[src/design/scba_pkg.sv]
package scba_pkg;

    localparam int NUM_CLASSES      = 5;
    localparam int BLOCK_BYTES      = 128;
    localparam int BLOCKS_PER_CLASS = 128;
    localparam int BITS_PER_WORD    = 16;

    localparam int WORDS_PER_CLASS = (BLOCKS_PER_CLASS + BITS_PER_WORD - 1) / BITS_PER_WORD;
    localparam int NUM_WORDS       = NUM_CLASSES * WORDS_PER_CLASS;
    localparam int REGION_BYTES    = NUM_CLASSES * BLOCKS_PER_CLASS * BLOCK_BYTES;
    localparam int MAX_CLASS_BYTES = BLOCK_BYTES << (NUM_CLASSES - 1);

    localparam int BLOCK_SHIFT = $clog2(BLOCK_BYTES);
    localparam int BIT_W       = $clog2(BITS_PER_WORD);
    localparam int WORD_SEL_W  = $clog2(WORDS_PER_CLASS);
    localparam int CLASS_SHIFT = BLOCK_SHIFT + $clog2(BLOCKS_PER_CLASS);
    localparam int CLASS_W     = $clog2(NUM_CLASSES + 1);
    localparam int MEM_AW      = $clog2(NUM_WORDS);
    localparam int COUNT_W     = 8;
    localparam int QUEUE_DEPTH = 2;
    localparam int QUEUE_PTR_W = $clog2(QUEUE_DEPTH);
    localparam int QUEUE_CNT_W = $clog2(QUEUE_DEPTH + 1);

    localparam int ADDR_W      = 32;
    localparam int SIZE_W      = 16;
    localparam int CFG_INDEX_W = 2;
    localparam int CFG_DATA_W  = 32;

    typedef logic [ADDR_W-1:0]        addr_t;
    typedef logic [SIZE_W-1:0]        size_t;
    typedef logic [1:0]               status_t;
    typedef logic [BITS_PER_WORD-1:0] word_t;
    typedef logic [CLASS_W-1:0]       class_t;
    typedef logic [WORD_SEL_W-1:0]    word_sel_t;
    typedef logic [BIT_W-1:0]         bit_sel_t;
    typedef logic [COUNT_W-1:0]       count_t;
    typedef logic [MEM_AW-1:0]        mem_addr_t;
    typedef logic [CFG_INDEX_W-1:0]   cfg_index_t;
    typedef logic [CFG_DATA_W-1:0]    cfg_data_t;

    localparam status_t ST_DONE      = 2'd0;
    localparam status_t ST_TOO_LARGE = 2'd1;
    localparam status_t ST_NO_SPACE  = 2'd2;
    localparam status_t ST_IGNORED   = 2'd3;

    localparam cfg_index_t CFG_MEM_BASE    = 2'd0;
    localparam cfg_index_t CFG_MAX_REQUEST = 2'd1;

    localparam size_t MAX_REQUEST_RESET = 16'd2048;

    typedef enum logic [1:0] {
        CMD_REPORT,
        CMD_ALLOC,
        CMD_FREE
    } cmd_kind_t;

    typedef struct packed {
        cmd_kind_t kind;
        status_t   status;
        class_t    cls;
        word_sel_t word;
        bit_sel_t  bit_idx;
    } cmd_t;

    typedef enum logic [1:0] {
        B_IDLE,
        B_COUNT,
        B_SCAN,
        B_FREE_CHK
    } back_state_t;

    function automatic word_t group_mask(input class_t cls);
        word_t m;
        case (cls)
            3'd0:    m = 16'h0001;
            3'd1:    m = 16'h0003;
            3'd2:    m = 16'h000F;
            3'd3:    m = 16'h00FF;
            3'd4:    m = 16'hFFFF;
            default: m = '0;
        endcase
        return m;
    endfunction

    function automatic mem_addr_t word_addr(input class_t cls, input word_sel_t word);
        return MEM_AW'(int'(cls) * WORDS_PER_CLASS + int'(word));
    endfunction

endpackage

[src/design/scba_intf.sv]
interface scba_req_if;
    logic                 valid;
    logic                 ready;
    logic                 mode;
    scba_pkg::size_t      request_size;
    scba_pkg::addr_t      free_address;

    modport source (output valid, mode, request_size, free_address, input ready);
    modport sink   (input valid, mode, request_size, free_address, output ready);
endinterface

interface scba_rsp_if;
    logic                 valid;
    logic                 ready;
    scba_pkg::status_t    status;
    scba_pkg::addr_t      address;

    modport source (output valid, status, address, input ready);
    modport sink   (input valid, status, address, output ready);
endinterface

[src/design/size_class_bitmap_allocator.sv]
// Channel  Direction  Contents
// req      in         mode, request_size, free_address
// rsp      out        status, address
// cfg      in         cfg_we, cfg_index, cfg_data (write only)
//
// A request passes the front classifier into a two-entry queue.
// The back end answers a rejected request from idle, checks one bitmap word
// for a free, and for an allocation skips empty classes, then scans up to 8
// occupancy words, reading one word per cycle from the bitmap memory.
// Reset marks every block free and loads the free counts; no clearing pass.
// A result waiting on rsp holds the back end; the front keeps filling the queue.
module size_class_bitmap_allocator (
    input  logic                  clk,
    input  logic                  rst_n,
    scba_req_if.sink              req,
    scba_rsp_if.source            rsp,
    input  logic                  cfg_we,
    input  scba_pkg::cfg_index_t  cfg_index,
    input  scba_pkg::cfg_data_t   cfg_data
);
    import scba_pkg::*;

    addr_t mem_base_reg;
    size_t max_request_reg;
    logic  q_push;
    logic  q_pop;
    logic  q_full;
    logic  q_not_empty;
    cmd_t  push_cmd;
    cmd_t  head_cmd;

    always_ff @(posedge clk or negedge rst_n)
    begin
        if (!rst_n)
        begin
            mem_base_reg    <= '0;
            max_request_reg <= MAX_REQUEST_RESET;
        end
        else if (cfg_we)
        begin
            case (cfg_index)
                CFG_MEM_BASE:    mem_base_reg    <= cfg_data;
                CFG_MAX_REQUEST: max_request_reg <= cfg_data[SIZE_W-1:0];
                default:         mem_base_reg    <= mem_base_reg;
            endcase
        end
    end

    scba_front u_front (
        .req         (req),
        .mem_base    (mem_base_reg),
        .max_request (max_request_reg),
        .queue_full  (q_full),
        .push        (q_push),
        .cmd         (push_cmd)
    );

    scba_queue u_queue (
        .clk       (clk),
        .rst_n     (rst_n),
        .push      (q_push),
        .push_cmd  (push_cmd),
        .pop       (q_pop),
        .head_cmd  (head_cmd),
        .not_empty (q_not_empty),
        .full      (q_full)
    );

    scba_back u_back (
        .clk       (clk),
        .rst_n     (rst_n),
        .cmd       (head_cmd),
        .cmd_valid (q_not_empty),
        .cmd_pop   (q_pop),
        .mem_base  (mem_base_reg),
        .rsp       (rsp)
    );

endmodule

[src/design/scba_front.sv]
module scba_front (
    scba_req_if.sink        req,
    input  scba_pkg::addr_t mem_base,
    input  scba_pkg::size_t max_request,
    input  logic            queue_full,
    output logic            push,
    output scba_pkg::cmd_t  cmd
);
    import scba_pkg::*;

    addr_t  offset;
    class_t fit_class;

    assign req.ready = !queue_full;
    assign push      = req.valid && !queue_full;
    assign offset    = req.free_address - mem_base;

    // Smallest class whose block group holds the request.
    always_comb
    begin
        fit_class = class_t'(NUM_CLASSES - 1);
        for (int d = NUM_CLASSES - 1; d >= 0; d--)
        begin
            if (32'(req.request_size) <= 32'(BLOCK_BYTES << d))
            begin
                fit_class = class_t'(d);
            end
        end
    end

    always_comb
    begin
        cmd         = '0;
        cmd.kind    = CMD_REPORT;
        cmd.status  = ST_DONE;
        cmd.cls     = fit_class;
        cmd.word    = offset[BLOCK_SHIFT + BIT_W +: WORD_SEL_W];
        cmd.bit_idx = offset[BLOCK_SHIFT +: BIT_W];
        if (!req.mode)
        begin
            if (req.request_size > max_request)
            begin
                cmd.status = ST_TOO_LARGE;
            end
            else if (32'(req.request_size) > 32'(MAX_CLASS_BYTES))
            begin
                cmd.status = ST_NO_SPACE;
            end
            else
            begin
                cmd.kind = CMD_ALLOC;
            end
        end
        else
        begin
            if (offset >= addr_t'(REGION_BYTES))
            begin
                cmd.status = ST_IGNORED;
            end
            else
            begin
                cmd.kind = CMD_FREE;
                cmd.cls  = offset[CLASS_SHIFT +: CLASS_W];
            end
        end
    end

endmodule

[src/design/scba_queue.sv]
module scba_queue (
    input  logic           clk,
    input  logic           rst_n,
    input  logic           push,
    input  scba_pkg::cmd_t push_cmd,
    input  logic           pop,
    output scba_pkg::cmd_t head_cmd,
    output logic           not_empty,
    output logic           full
);
    import scba_pkg::*;

    cmd_t                   slot_reg [QUEUE_DEPTH];
    logic [QUEUE_PTR_W-1:0] wr_ptr_reg;
    logic [QUEUE_PTR_W-1:0] rd_ptr_reg;
    logic [QUEUE_CNT_W-1:0] count_reg;
    logic                   do_push;
    logic                   do_pop;

    assign full      = (count_reg == QUEUE_CNT_W'(QUEUE_DEPTH));
    assign not_empty = (count_reg != '0);
    assign head_cmd  = slot_reg[rd_ptr_reg];
    assign do_push   = push && !full;
    assign do_pop    = pop && not_empty;

    always_ff @(posedge clk or negedge rst_n)
    begin
        if (!rst_n)
        begin
            wr_ptr_reg <= '0;
            rd_ptr_reg <= '0;
            count_reg  <= '0;
        end
        else
        begin
            if (do_push)
            begin
                wr_ptr_reg <= (wr_ptr_reg == QUEUE_PTR_W'(QUEUE_DEPTH - 1)) ?
                              '0 : wr_ptr_reg + 1'b1;
            end
            if (do_pop)
            begin
                rd_ptr_reg <= (rd_ptr_reg == QUEUE_PTR_W'(QUEUE_DEPTH - 1)) ?
                              '0 : rd_ptr_reg + 1'b1;
            end
            if (do_push && !do_pop)
            begin
                count_reg <= count_reg + 1'b1;
            end
            else if (do_pop && !do_push)
            begin
                count_reg <= count_reg - 1'b1;
            end
        end
    end

    always_ff @(posedge clk)
    begin
        if (do_push)
        begin
            slot_reg[wr_ptr_reg] <= push_cmd;
        end
    end

endmodule

[src/design/scba_back.sv]
module scba_back (
    input  logic            clk,
    input  logic            rst_n,
    input  scba_pkg::cmd_t  cmd,
    input  logic            cmd_valid,
    output logic            cmd_pop,
    input  scba_pkg::addr_t mem_base,
    scba_rsp_if.source      rsp
);
    import scba_pkg::*;

    back_state_t state_reg, state_next;

    class_t    class_reg, class_next;
    word_sel_t word_reg, word_next;
    bit_sel_t  bit_reg, bit_next;

    word_t            mem [NUM_WORDS];
    logic [NUM_WORDS-1:0] word_valid_reg;
    word_t            rd_data_reg;
    logic             rd_valid_reg;
    mem_addr_t        rd_addr;
    logic             mem_we;
    mem_addr_t        mem_wa;
    word_t            mem_wd;

    count_t           counts_reg [NUM_CLASSES];
    logic             count_we;
    count_t           count_wd;
    count_t           sel_count;

    logic             out_valid_reg;
    status_t          out_status_reg;
    addr_t            out_address_reg;
    logic             out_load;
    status_t          out_status_next;
    addr_t            out_address_next;

    word_t            cur_word;
    word_t            cls_mask;
    bit_sel_t         align_mask;
    logic [BITS_PER_WORD-1:0] free_grp;
    logic             found;
    bit_sel_t         found_pos;
    logic             start;

    assign rsp.valid   = out_valid_reg;
    assign rsp.status  = out_status_reg;
    assign rsp.address = out_address_reg;

    // A new request is only taken while the result slot is empty, so every
    // result produced later has a free slot to land in.
    assign start    = (state_reg == B_IDLE) && cmd_valid && !out_valid_reg;
    assign cmd_pop  = start;
    assign cur_word = rd_valid_reg ? rd_data_reg : '0;
    assign cls_mask = group_mask(class_reg);
    assign sel_count = (class_reg < class_t'(NUM_CLASSES)) ?
                       counts_reg[class_reg[CLASS_W-1:0]] : '0;
    assign align_mask = BIT_W'((32'd1 << class_reg) - 32'd1);

    // Free aligned groups in the word just read, lowest position first.
    always_comb
    begin
        found     = 1'b0;
        found_pos = '0;
        for (int j = 0; j < BITS_PER_WORD; j++)
        begin
            free_grp[j] = ((BIT_W'(j) & align_mask) == '0) &&
                          ((cur_word & word_t'(cls_mask << j)) == '0);
        end
        for (int j = BITS_PER_WORD - 1; j >= 0; j--)
        begin
            if (free_grp[j])
            begin
                found     = 1'b1;
                found_pos = BIT_W'(j);
            end
        end
    end

    always_comb
    begin
        state_next = state_reg;
        case (state_reg)
            B_IDLE:
            begin
                if (start)
                begin
                    case (cmd.kind)
                        CMD_ALLOC: state_next = B_COUNT;
                        CMD_FREE:  state_next = B_FREE_CHK;
                        default:   state_next = B_IDLE;
                    endcase
                end
            end
            B_COUNT:
            begin
                if (class_reg >= class_t'(NUM_CLASSES))
                begin
                    state_next = B_IDLE;
                end
                else if (sel_count != '0)
                begin
                    state_next = B_SCAN;
                end
            end
            B_SCAN:
            begin
                if (found || word_reg == word_sel_t'(WORDS_PER_CLASS - 1))
                begin
                    state_next = B_IDLE;
                end
            end
            B_FREE_CHK:
            begin
                state_next = B_IDLE;
            end
            default:
            begin
                state_next = B_IDLE;
            end
        endcase
    end

    always_comb
    begin
        class_next       = class_reg;
        word_next        = word_reg;
        bit_next         = bit_reg;
        rd_addr          = word_addr(class_reg, word_reg);
        mem_we           = 1'b0;
        mem_wa           = word_addr(class_reg, word_reg);
        mem_wd           = '0;
        count_we         = 1'b0;
        count_wd         = '0;
        out_load         = 1'b0;
        out_status_next  = ST_DONE;
        out_address_next = '0;
        case (state_reg)
            B_IDLE:
            begin
                if (start)
                begin
                    class_next = cmd.cls;
                    word_next  = cmd.word;
                    bit_next   = cmd.bit_idx;
                    rd_addr    = word_addr(cmd.cls, cmd.word);
                    if (cmd.kind == CMD_REPORT)
                    begin
                        out_load        = 1'b1;
                        out_status_next = cmd.status;
                    end
                end
            end
            B_COUNT:
            begin
                word_next = '0;
                rd_addr   = word_addr(class_reg, '0);
                if (class_reg >= class_t'(NUM_CLASSES))
                begin
                    out_load        = 1'b1;
                    out_status_next = ST_NO_SPACE;
                end
                else if (sel_count == '0)
                begin
                    class_next = class_reg + 1'b1;
                end
            end
            B_SCAN:
            begin
                word_next = word_reg + 1'b1;
                rd_addr   = word_addr(class_reg, word_reg + 1'b1);
                if (found)
                begin
                    mem_we           = 1'b1;
                    mem_wd           = cur_word | word_t'(cls_mask << found_pos);
                    count_we         = 1'b1;
                    count_wd         = sel_count - 1'b1;
                    out_load         = 1'b1;
                    out_status_next  = ST_DONE;
                    out_address_next = mem_base +
                        (addr_t'({class_reg, word_reg, found_pos}) << BLOCK_SHIFT);
                end
                else if (word_reg == word_sel_t'(WORDS_PER_CLASS - 1))
                begin
                    out_load        = 1'b1;
                    out_status_next = ST_NO_SPACE;
                end
            end
            B_FREE_CHK:
            begin
                out_load = 1'b1;
                if (!cur_word[bit_reg])
                begin
                    out_status_next = ST_IGNORED;
                end
                else
                begin
                    // The group is cut at the end of its word.
                    mem_we          = 1'b1;
                    mem_wd          = cur_word & ~word_t'(cls_mask << bit_reg);
                    count_we        = 1'b1;
                    count_wd        = sel_count + 1'b1;
                    out_status_next = ST_DONE;
                end
            end
            default:
            begin
                class_next = class_reg;
            end
        endcase
    end

    always_ff @(posedge clk or negedge rst_n)
    begin
        if (!rst_n)
        begin
            state_reg      <= B_IDLE;
            word_valid_reg <= '0;
            rd_valid_reg   <= 1'b0;
            out_valid_reg  <= 1'b0;
            for (int d = 0; d < NUM_CLASSES; d++)
            begin
                counts_reg[d] <= COUNT_W'(BLOCKS_PER_CLASS >> d);
            end
        end
        else
        begin
            state_reg    <= state_next;
            rd_valid_reg <= word_valid_reg[rd_addr];
            if (mem_we)
            begin
                word_valid_reg[mem_wa] <= 1'b1;
            end
            if (count_we)
            begin
                counts_reg[class_reg[CLASS_W-1:0]] <= count_wd;
            end
            if (out_load)
            begin
                out_valid_reg <= 1'b1;
            end
            else if (rsp.ready)
            begin
                out_valid_reg <= 1'b0;
            end
        end
    end

    always_ff @(posedge clk)
    begin
        class_reg   <= class_next;
        word_reg    <= word_next;
        bit_reg     <= bit_next;
        rd_data_reg <= mem[rd_addr];
        if (mem_we)
        begin
            mem[mem_wa] <= mem_wd;
        end
        if (out_load)
        begin
            out_status_reg  <= out_status_next;
            out_address_reg <= out_address_next;
        end
    end

endmodule
[src/flat_wrapper.sv]
// flat-port wrapper written by rule: the top's interface ports become plain ports
module size_class_bitmap_allocator_flat import scba_pkg::*;
  (clk, rst_n, cfg_we, cfg_index, cfg_data, req_valid, req_mode, req_request_size, req_free_address, req_ready, rsp_valid, rsp_status, rsp_address, rsp_ready);
  scba_req_if req_i ();
  scba_rsp_if rsp_i ();
  input  logic clk;
  input  logic rst_n;
  input  logic cfg_we;
  input  scba_pkg::cfg_index_t cfg_index;
  input  scba_pkg::cfg_data_t cfg_data;
  input wire logic [$bits(req_i.valid)-1:0] req_valid;
  input wire logic [$bits(req_i.mode)-1:0] req_mode;
  input wire logic [$bits(req_i.request_size)-1:0] req_request_size;
  input wire logic [$bits(req_i.free_address)-1:0] req_free_address;
  output wire logic [$bits(req_i.ready)-1:0] req_ready;
  output wire logic [$bits(rsp_i.valid)-1:0] rsp_valid;
  output wire logic [$bits(rsp_i.status)-1:0] rsp_status;
  output wire logic [$bits(rsp_i.address)-1:0] rsp_address;
  input wire logic [$bits(rsp_i.ready)-1:0] rsp_ready;
  assign req_i.valid = req_valid;
  assign req_i.mode = req_mode;
  assign req_i.request_size = req_request_size;
  assign req_i.free_address = req_free_address;
  assign req_ready = req_i.ready;
  assign rsp_valid = rsp_i.valid;
  assign rsp_status = rsp_i.status;
  assign rsp_address = rsp_i.address;
  assign rsp_i.ready = rsp_ready;
  size_class_bitmap_allocator u_core (.clk(clk), .rst_n(rst_n), .req(req_i), .rsp(rsp_i), .cfg_we(cfg_we), .cfg_index(cfg_index), .cfg_data(cfg_data));
endmodule
[config.mk]
export PLATFORM = sky130hd
export DESIGN_NAME = size_class_bitmap_allocator_flat
export DESIGN_NICKNAME = d
export VERILOG_FILES = /design/src/design/scba_pkg.sv /design/src/design/scba_intf.sv /design/src/design/size_class_bitmap_allocator.sv /design/src/design/scba_front.sv /design/src/design/scba_queue.sv /design/src/design/scba_back.sv /design/src/flat_wrapper.sv
export SDC_FILE = /design/constraint.sdc
export NUM_CORES = 1
export LEC_CHECK = 0
export BUFFER_PORTS_ARGS = -buffer_cell sky130_fd_sc_hd__buf_2
export CAP_MARGIN = 20
export CORE_UTILIZATION = 41
export CTS_BUF_LIST = sky130_fd_sc_hd__clkbuf_4 sky130_fd_sc_hd__clkbuf_8
export CTS_CLUSTER_SIZE = 12
export DETAILED_ROUTE_END_ITERATION = 16
export HOLD_SLACK_MARGIN = 0.03
export PLACE_DENSITY = 0.59
export SYNTH_ARGS = -nofsm -noshare
export SYNTH_HDL_FRONTEND = slang
export SYNTH_SLANG_ARGS = --single-unit
[constraint.sdc]
create_clock -name clk -period 6.95 [get_ports clk]
set_input_delay 0 -clock clk [delete_from_list [all_inputs] [get_ports clk]]
set_output_delay 0 -clock clk [all_outputs]
set_load 0.005 [all_outputs]
* After elaboration in Yosys (flattened, before gate mapping) *
Memories as Yosys holds them, arrays and structs flattened. A register that Yosys moved wholly into a read port is not among the register bits.
Cells that the tools add are included.

word-level totals
  memory bits (writable) = 668
  output and inout port bits = 36
  memories kept = 2
  register bits = 180
  memory bits (read-only) = 0
  latch bits = 0

memory list
  name                     depth  width  rd ports  clocked after memory_dff  write ports  line              text
  u_core.u_back.mem        40     16     1         1                         1            scba_back.sv:18   word_t mem [NUM_WORDS];
  u_core.u_queue.slot_reg  2      14     1         0                         1            scba_queue.sv:13  cmd_t slot_reg [QUEUE_DEPTH];

cells by class
  multiply operators = 0
  reductions and logical operators = 78
  equality and inequality tests = 17
  shifts and indexed selects = 3
  magnitude comparators = 15
  muxes and demuxes = 106
  div/mod/pow operators = 0
  $add $sub $neg = 14
  bitwise logic cells = 21

operators by type and width
  kind                                                                     count
  16-bit AND                                                               17
  16-bit logical NOT                                                       16
  16-bit one-hot mux with 5 select lines                                   1
  4-bit 2-to-1 mux                                                         17
  4-bit logical NOT                                                        15
  16-bit 2-to-1 mux                                                        3
  8-bit 2-to-1 mux                                                         6
  40-bit bitwise mux                                                       1
  40-bit OR                                                                1
  1-bit 2-to-1 mux                                                         35
  2-bit 2-to-1 mux                                                         17
  32-bit by 17-bit adder with 32-bit output                                1
  32-bit by 17-bit >= comparator with 1-bit output, second input constant  1
  16-bit one-hot mux with 2 select lines                                   1
  16-bit by 4-bit << shifter with 16-bit output                            2
  32-bit subtractor                                                        1
  3-bit 2-to-1 mux                                                         10
  8-bit binary-select mux with 3-bit select                                1
  8-bit demux with 3-bit select                                            1
  1-bit logical AND                                                        24
  6-bit by 3-bit adder with 6-bit output                                   3
  6-bit one-hot mux with 3 select lines                                    1
  16-bit by 12-bit > comparator with 1-bit output, second input constant   1
  16-bit > comparator                                                      1
  other kinds (52)                                                         77

* Longest topological paths before layout *
Gate-level depths: netlist (run 1).

  depth after elaboration = 25
  depth in mapped cells = 28
  mapped depth without buffers = 25

* By module *
A second synthesis (run 1) with hierarchy kept.

second synthesis, totals
  cell total of the unflattened synthesis = 2,763
  area total of the unflattened synthesis = 39,734.4 sq um

modules (own cells, without submodules)
  module                       times used  area an instance (sq um)  cells each
  scba_back                    1           33,862.5                  2,177
  scba_front                   1           2,787.7                   421
  size_class_bitmap_allocator  1           1,820.5                   102
  scba_queue                   1           1,263.7                   63

* Worst setup path after synthesis (run 1) *
No wires, ideal clock.

  kind = reg2reg
  start point = reg u_core.u_back.class_reg[1]
  end point = mem u_core.u_back.mem[0][5] (netlist bit), data pin
  arrival time = 5,562 ps
  setup time = 544 ps
  clock period less this slack = 6,105 ps
  setup slack = 845 ps
  path buffers = 4
  cell stages (with the launch flop) = 18
  cell sequence = edfxtp_1 clkbuf_1 clkbuf_1 inv_1 ha_1 buf_2 nand2b_1 ha_1 xnor2_1 o21ai_0 or4_4 a31o_1 o21a_1 buf_6 mux2i_1 nand2_1 o21ai_0 a221oi_1

between the ends
  word-level cells in the longest chain between the ends = 25

RTL lines
  item                                               line              text
  from (decl)                                        scba_back.sv:14   class_t class_reg, class_next;
  from (signal assigned)                             scba_back.sv:252  class_reg <= class_next;
  3-bit equality test, or another cell as far along  scba_pkg.sv:74    case (cls)
  16-bit one-hot mux with 5 select lines             scba_pkg.sv:74
  16-bit AND                                         scba_back.sv:69   ((cur_word & word_t'(cls_mask << j)) == '0);
  16-bit logical NOT                                 scba_back.sv:69
  1-bit logical AND                                  scba_back.sv:68   free_grp[j] = ((BIT_W'(j) & align_mask) == '0) &&
  4-bit 2-to-1 mux (16 in a row)                     scba_back.sv:73   if (free_grp[j])
  16-bit by 4-bit << shifter with 16-bit output      scba_back.sv:176  mem_wd = cur_word | word_t'(cls_mask << found_pos);
  16-bit OR                                          scba_back.sv:176
  16-bit 2-to-1 mux                                  scba_back.sv:173  if (found)
  16-bit one-hot mux with 2 select lines *           scba_back.sv:139  case (state_reg)
  via u_core.u_back.mem_wd[5]                        scba_back.sv:25   word_t mem_wd;
  to (decl)                                          scba_back.sv:18

The timed path passes the listed nets; every way through them passes the cells marked *.

* Worst setup path after layout (run 1) *
  start point = reg u_core.u_back.class_reg[0]
  end point = reg u_core.u_back.out_address_reg[27], in the netlist u_core.u_back.rsp.address[27], data pin

between the ends
  word-level cells in the longest chain between the ends = 22

RTL lines
  item                                                                                     line              text
  3-bit equality test, or another cell as far along                                        scba_pkg.sv:74
  16-bit one-hot mux with 5 select lines                                                   scba_pkg.sv:74
  16-bit AND                                                                               scba_back.sv:69
  16-bit logical NOT                                                                       scba_back.sv:69
  1-bit logical AND                                                                        scba_back.sv:68
  4-bit 2-to-1 mux / 1-bit 2-to-1 mux (equally long branches) (16 in a row)                scba_back.sv:73
  32-bit by 17-bit adder with 32-bit output / 2-bit AND reduction (equally long branches)  -
  to (signal assigned)                                                                     scba_back.sv:263  out_address_reg <= out_address_next;
  to (decl)                                                                                scba_back.sv:34   addr_t out_address_reg;

Several ways; a longest one is shown, not always the timed one.
A chain may end at the register's enable or synchronous reset.

==> metrics, run 1 <==
Setup TNS Final 0 ns; critical-path maximum fanout 21; clk root buf clkbuf_8; arrival time worst endpoint approximately 6.9 ns; Min-Delay Path Class primary input to flop; Clock Path Buffers 3; fillcell total approximately 8200; grt ovf 0; Final Hold Vio Count 0; Synth Area per Inst between 10 and 15 um2; fin nets 3243; post-synthesis cell count approximately 2700; initial antenna violation count 3; slew margin rel. 0.246; Cell Pwr Density between 400 and 500 nW/um2; die height just over 300 um; Clock Sink Count approximately 860; RSZ-0062 raised after global routing no; final count of negative-setup-slack endpoints 0; Resized cells post-CTS 0; Iter 0 DRT Violations between 2000 and 2500; vias in the first global route ~27000; global-route usage over all layers 0.239; CTS tree built; Port Buf Inserts between 100 and 150; max reg flops 640; vias per cell between 5 and 6; Max IR drop VDD between 0.3 and 0.4 mV; number of enable-type register cells in the synthesized netlist ~710; ys async rst share 0.157; share of cells above drive strength 1 0.238; DP Cell Count roughly 4100; Crit. End Element flop; Final Max Tran Viols 0; library cells used by synthesis 104; Sw Share 0.407; Avg WL per Cell between 20 and 30 um; Area Growth Syn to Fin 17.6%; syn nets approximately 2900; Initial Utilization 0.414; Int Pwr approximately 13 mW; Antenna Nets Post-Route 0; I/O pins 124; CP startpoint kind flop; RD Place Congestion 0.921; Multi-input gate area about 13000 um2; Die W 311 um; largest net degree at the start of global routing a little under 70; Worst Skew 0.0434 ns; Top Layer Used met4; Register Area 25100 um2; fmax 0.159 GHz; Placed Instance Area 41900 um2; htree depth 4; Least-Margin Pin Slew approximately 1.1 ns; status finished, final reports clean; power share of the combinational group 0.464; sw power 8.68 mW; Mapped Area 39200 um2; fin worst setup slack around 0.67 ns; die area a little under 100000 um2; kind of critical path flop to flop; Initial DRT Pass Iterations 7; count of state elements after synthesis between 800 and 900; DR WL met3 around 6500 um; Non-Filler Instances 4461; synth warn 0; core area 94900 um2; maxcap violations 0; Routed met2 length about 57000 um; DR vias 25503; HPWL Detailed ~74000 um; Skew-Pair Late Insertion Delay 0.84 ns; FP Rows ~110; predominant post-synthesis flop cell edfxtp_1; Final Cell Area roughly 46000 um2; routed wire length ~110000 um; WP data required 7.54 ns; WL met1 46200 um; first-pass GRT wire length about 170000 um; Design Power approximately 21 mW; final cycle utilization of the critical path 0.904; Reg clk slew, reported paths around 0.060 ns; DP Worst Slack between 0.7 and 0.8 ns; part of the power in registers 0.324; Lkg Pwr between 15 and 20 nW; clock share of power 0.212; Remaining DRCs 0; number of CTS-inserted buffers about 150; sequential fraction of the synthesis area 0.640; minimum clock period 6.28 ns
layout make-up:
type,instances,area share
sequential,864,0.544
multi-input combinational,1623,0.290
timing repair buffer,355,0.0611
clock buffer,192,0.0514
tap,1265,0.0343
clock inverter,70,0.0116
inverter,87,0.00707
antenna,5,0.000271
stage by stage:
step,utilization,hold WS (ns)
final,0.487,0.0935
after global routing,0.486,0.0436
after floorplan,-,-0.296
after CTS,0.486,0.0348
after detailed placement,0.442,0.0903
after global placement,0.442,0.0705
cells by family (layout without fill, tap and decap cells):
kind of cell | count (synthesis) | after routing | share of synthesized area
other cells | 0 | 5 | 0
buf+inv | 233 | 704 | 0.0261
flops | 864 | 864 | 0.640
fa+ha+maj | 81 | 81 | 0.0261
mux | 244 | 244 | 0.119
simple gates | 723 | 723 | 0.0904
xor+xnor | 48 | 48 | 0.0107
compound gates | 527 | 527 | 0.0877
worst max-delay path, cell delays in order (launching register included):
cell and delay [ns]:
edfxtp_1 0.35, buf_4 0.34, ha_1 0.23, nor2b_1 0.60
inv_1 0.22, ha_1 0.31, xnor2_1 0.29, o21ai_0 0.24
a211oi_2 0.40, nor3_1 0.09, nand3_1 0.26, and2_1 0.27
ha_1 0.22, inv_1 0.06, fa_1 0.38, nor2b_1 0.17
o21ai_0 0.12, a21oi_1 0.20, o21ai_0 0.12, a21oi_1 0.20
o21ai_0 0.15, a21o_1 0.31, a211oi_1 0.29, xnor2_1 0.16
nor2_1 0.06
layer usage:
metal,GRT usage,vias up
li1,-,11243
met1,0.299,13045
met2,0.404,981
met3,0.0399,234
met4,0.111,0
met5,0,-
cell usage in the layout (no fill, tap or decap), types with 122 or more instances in the layout:
cell / count
edfxtp_1: 712
nand2_1: 291
dfrtp_1: 130
dlygate4sd3_1: 129
a21oi_1: 124
buf_2: 122
clkbuf_8: 149
mux4_2: 175
o21ai_0: 135
nor2_1: 137
final timing paths:
check,depth (start not counted),start,slack [ns],end
worst max-delay path,24,u_core.u_back.class_reg[0],0.67,u_core.u_back.rsp.address[27]
worst min-delay path,6,req_request_size[6],0.09,u_core.u_queue.slot_reg[0][10]
worst max register to register,24,u_core.u_back.class_reg[0],0.67,u_core.u_back.rsp.address[27]
worst min register to register,1,u_core.u_back.word_valid_reg[9],0.46,u_core.u_back.word_valid_reg[9]
max in group asynchronous,4,rst_n,5.68,u_core.u_back.word_valid_reg[5]
min in group asynchronous,3,rst_n,0.26,u_core.u_back.counts_reg[12]
power groups by stage:
stage	registers, mW	logic [mW]	clock network, mW
3_3_place_gp	6.99	9.80	0
2_1_floorplan	6.69	6.57	0
3_5_place_dp	6.99	9.83	0
5_1_grt	6.95	10.6	4.87
6_report	6.90	9.89	4.53
4_1_cts	6.89	9.95	4.64
cells in the mapped netlist, types with 6 or more instances:
cell type	count	area, um2
buf_1	12	45.0
a211oi_1	27	203
dfxtp_1	16	320
xnor2_1	36	315
nand2b_1	15	93.8
a22oi_1	9	67.6
buf_2	39	195
a221oi_1	6	52.6
and3_1	45	282
xor2_1	12	105
nand3_1	30	150
o211ai_1	15	113
nand4_1	12	75.1
a31oi_1	32	200
nor2b_1	19	119
o2111ai_1	11	96.3
nor2_1	141	529
o21ai_0	137	686
dfstp_2	6	158
a21o_1	33	248
mux2i_1	39	390
nand3b_1	8	60.1
nor4_1	9	56.3
nor3_1	26	130
a311oi_1	19	166
or2_1	26	163
o31ai_1	8	60.1
and2_1	31	194
o21a_1	16	120
nand2_1	292	1100
a211o_1	8	70.1
dfrtp_1	130	3250
o22ai_1	10	62.6
ha_1	77	963
mux4_2	175	3940
clkbuf_1	72	270
buf_4	19	143
inv_1	83	312
edfxtp_1	712	21400
or3_1	11	68.8
mux2_2	29	327
or2_2	21	131
a21oi_1	130	651
repair_timing:
action                    CTS  global route
buffers inserted            0             0
hold buffers              130             0
hold endpoints to repair  176             0
(Power assumes the default switching activity.)
==> run 2, diff against run 1 <==
==> constraint.sdc (replaced) <==
create_clock -name clk -period 7.8 [get_ports clk]
set_input_delay 0 -clock clk [delete_from_list [all_inputs] [get_ports clk]]
set_output_delay 0 -clock clk [all_outputs]
set_load 0.005 [all_outputs]
==> run 2 against run 1 <==
- the run now ends with antenna violations left
- largest cell class unchanged
- clock skew increased by 0.0029 ns
- largest power group unchanged
- clock power shrank 9.3%
- final cell count barely moved
- sequential power fell by 11%
- highest routed layer unchanged
- combinational power down 12%
- global-route usage decreased by 0.21 points
==> metrics, run 2 (same netlist as run 1, synthesis figures left out) <==
Antenna Nets Post-Route 1 (+1); clock share of power 0.217 (+0.005); status finished, violations left; CP startpoint kind flop; grt ovf 0 (unchanged); routed wire length 114000 um (-0.28%); htree depth 4 (unchanged); Setup TNS Final 0 ns (unchanged); HPWL Detailed 73800 um (-0.69%); WP data required 8.36 ns (+0.82 ns); Reg clk slew, reported paths 0.06 ns (about the same); die area 96900 um2 (unchanged); crit-path leading delay family compound AO/OA/AOI/OAI gates; Worst Skew 0.0463 ns (+0.00294 ns); Buf/Inv on CP 3 (unchanged); CTS tree built; logic depth of the worst setup path including buffers 24 (unchanged); Hold Crit Depth 4 (-2); Skew-Pair Late Insertion Delay 0.83 ns (about the same); share of cells above drive strength 1 0.235 (-0.00221); Final Hold Vio Count 0 (unchanged); Multi-input gate area 13400 um2 (about the same); Die W 311 um (unchanged); HP Start cfg_data[30]; reg-to-reg startpoint u_core.u_back.class_reg[1]; kind of critical path flop to flop; minimum clock period 6.21 ns (-0.0734 ns); final count of negative-setup-slack endpoints 0 (unchanged); slew margin rel. 0.267 (+0.0213); Avg WL per Cell 25.5 um (-0.35%); Register Area 25100 um2 (unchanged); Max stage delay on crit path 0.59 ns (about the same); Area Growth Syn to Fin 17.6% (about the same); Int Pwr 11.3 mW (-11%); DR vias 25327 (-0.69%); core area 94900 um2 (unchanged); Max IR drop VDD 0.435 mV (+20%); Lkg Pwr 16.4 nW (about the same); Crit. End Element flop; I/O pins 124 (unchanged); Cell Pwr Density 410 nW/um2 (-11%); number of CTS-inserted buffers 147 (+1.4%); critical-path maximum fanout 15 (-29%); clk root buf clkbuf_8; Clock Path Buffers 3 (unchanged); Sw Share 0.404 (-0.00285); Initial DRT Pass Iterations 7 (unchanged); Min-Delay Path Class primary input to flop; Port Buf Inserts 123 (unchanged); part of the power in registers 0.325 (about the same); Remaining DRCs 0 (unchanged); Min-Delay Endpoint u_core.mem_base_reg[30]; fin nets 3240 (-0.093%); RD Place Congestion 0.910 (-1.2%); Least-Margin Pin Slew 1.10 ns (-0.0320 ns); # hold bufs at CTS 134 (+3.1%); power share of the combinational group 0.458 (-0.006); failing checks antenna violations; Iter 0 DRT Violations 2060 (+2.9%); vias in the first global route 26552 (-0.89%); Final Max Tran Viols 0 (unchanged); largest net degree at the start of global routing 87 (+26%); Worst R2R Setup Slack 1.59 ns (+0.92 ns); arrival time worst endpoint 6.77 ns (-0.10 ns); Initial Utilization 0.414 (unchanged); FF-to-FF path depth 24 (unchanged); fmax 0.161 GHz (+1.2%); final cycle utilization of the critical path 0.796 (-0.108); max reg flops 640 (unchanged); vias per cell 5.67 (-0.76%); FF-to-FF End u_core.u_back.rsp.address[27]; commonest non-fill, non-tap cells in the layout 712 x edfxtp_1, 291 x nand2_1, 175 x mux4_2, 164 x clkbuf_8, 138 x nor2_1; Slowest-stage cell, CP ha_1; RSZ-0062 raised after global routing no; Setup Fix Bufs, Post-CTS 0 (unchanged); sw power 7.65 mW (-12%); first-pass GRT wire length 171000 um (-0.28%); fillcell total 8171 (-0.26%); initial antenna violation count 4 (+1); global-route usage over all layers 0.237 (-0.00207); Critical Path, Cell by Cell inv_1 -> ha_1 -> nand2b_1 -> inv_1 -> ha_1 -> o311ai_0 -> a211o_1 -> nor3_1 -> o22ai_1 -> a21oi_2 -> and2_1 -> ha_1 -> inv_1 -> fa_1 -> nor2b_1 -> o21ai_0 -> a21oi_1 -> o21ai_0 -> a21oi_1 -> o21ai_0 -> a21o_1 -> a211oi_1 -> xnor2_1 -> nor2_1; Fin Hold WS 0.0998 ns (+0.00629 ns); maxcap violations 0 (unchanged); Resized cells post-CTS 0 (unchanged); FP Rows 113 (unchanged); die height 311 um (unchanged); Clock Sink Count 864 (unchanged); most common cell after layout, fill and taps aside edfxtp_1
[run 2: cell count changes in the layout (fill, tap and decap cells not counted), moves of 2 or more]
cell / before / now
buf_12: 9 / 6
buf_4: 92 / 87
bufinv_16: 5 / 3
clkbuf_8: 149 / 164
clkinv_2: 16 / 13
clkinv_4: 2 / 0
clkinvlp_4: 7 / 3
diode_2: 5 / 12
dlygate4sd3_1: 129 / 133
inv_4: 2 / 0
inv_6: 2 / 4
[run 2: worst max-delay path by stage]
stage                                     from                            end  slack (ns)
finish              u_core.u_back.class_reg[1]  u_core.u_back.rsp.address[27]        1.59
CTS                 u_core.u_back.class_reg[0]  u_core.u_back.rsp.address[27]        1.60
global placement    u_core.u_back.class_reg[1]  u_core.u_back.rsp.address[27]        1.59
global route        u_core.u_back.class_reg[0]  u_core.u_back.rsp.address[19]        1.01
floorplan           u_core.u_back.class_reg[1]        u_core.u_back.mem[0][5]        1.69
detailed placement  u_core.u_back.class_reg[0]  u_core.u_back.rsp.address[27]        1.60
[run 2: layout make-up]
class / instances / area share
clock inverter: 57 / 0.00851
antenna: 12 / 0.000650
inverter: 87 / 0.00707
sequential: 864 / 0.544
timing repair buffer: 350 / 0.0597
tap: 1265 / 0.0343
multi-input combinational: 1623 / 0.290
clock buffer: 206 / 0.0557
[run 2: worst reg2reg max path, delay by kind of cell, from the launching register on]
| kind | cells | cell delay (ns) |
|---|---|---|
| XOR/XNOR | 1 | 0.15 |
| AND/OR/NAND/NOR | 5 | 1.01 |
| AO/OA/AOI/OAI | 11 | 2.43 |
| flip-flops | 1 | 0.46 |
| adder cells (fa/ha/maj) | 4 | 1.46 |
| buffers and inverters | 3 | 0.44 |
[run 2: routing by layer]
metal,global-route usage,share of wire,vias to the layer above
li1,-,-,11229
met1,0.300,0.41,13092
met2,0.405,0.50,829
met3,0.0359,0.050,177
met4,0.0967,0.036,0
met5,0,0,-
[run 2: stage by stage]
step / instances / util / instance area, um2 / worst slack, ns / power [mW]
detailed placement: 4052 / 0.440 / 41700 / 1.60 / 14.8
CTS: 4449 / 0.486 / 46100 / 1.60 / 19.1
finish: 4464 / 0.487 / 46200 / 1.59 / 18.9
global placement: 4051 / 0.440 / 41700 / 1.59 / 14.8
global route: 4458 / 0.486 / 46100 / 1.01 / 19.9
floorplan: 2720 / - / 39200 / 1.69 / 11.8
[run 2: power groups by stage]
stage / combinational (mW) / sequential, mW / clock [mW]
6_report: 8.67 / 6.14 / 4.11
5_1_grt: 9.31 / 6.18 / 4.41
4_1_cts: 8.72 / 6.13 / 4.21
3_5_place_dp: 8.61 / 6.22 / 0
3_3_place_gp: 8.59 / 6.22 / 0
2_1_floorplan: 5.85 / 5.96 / 0
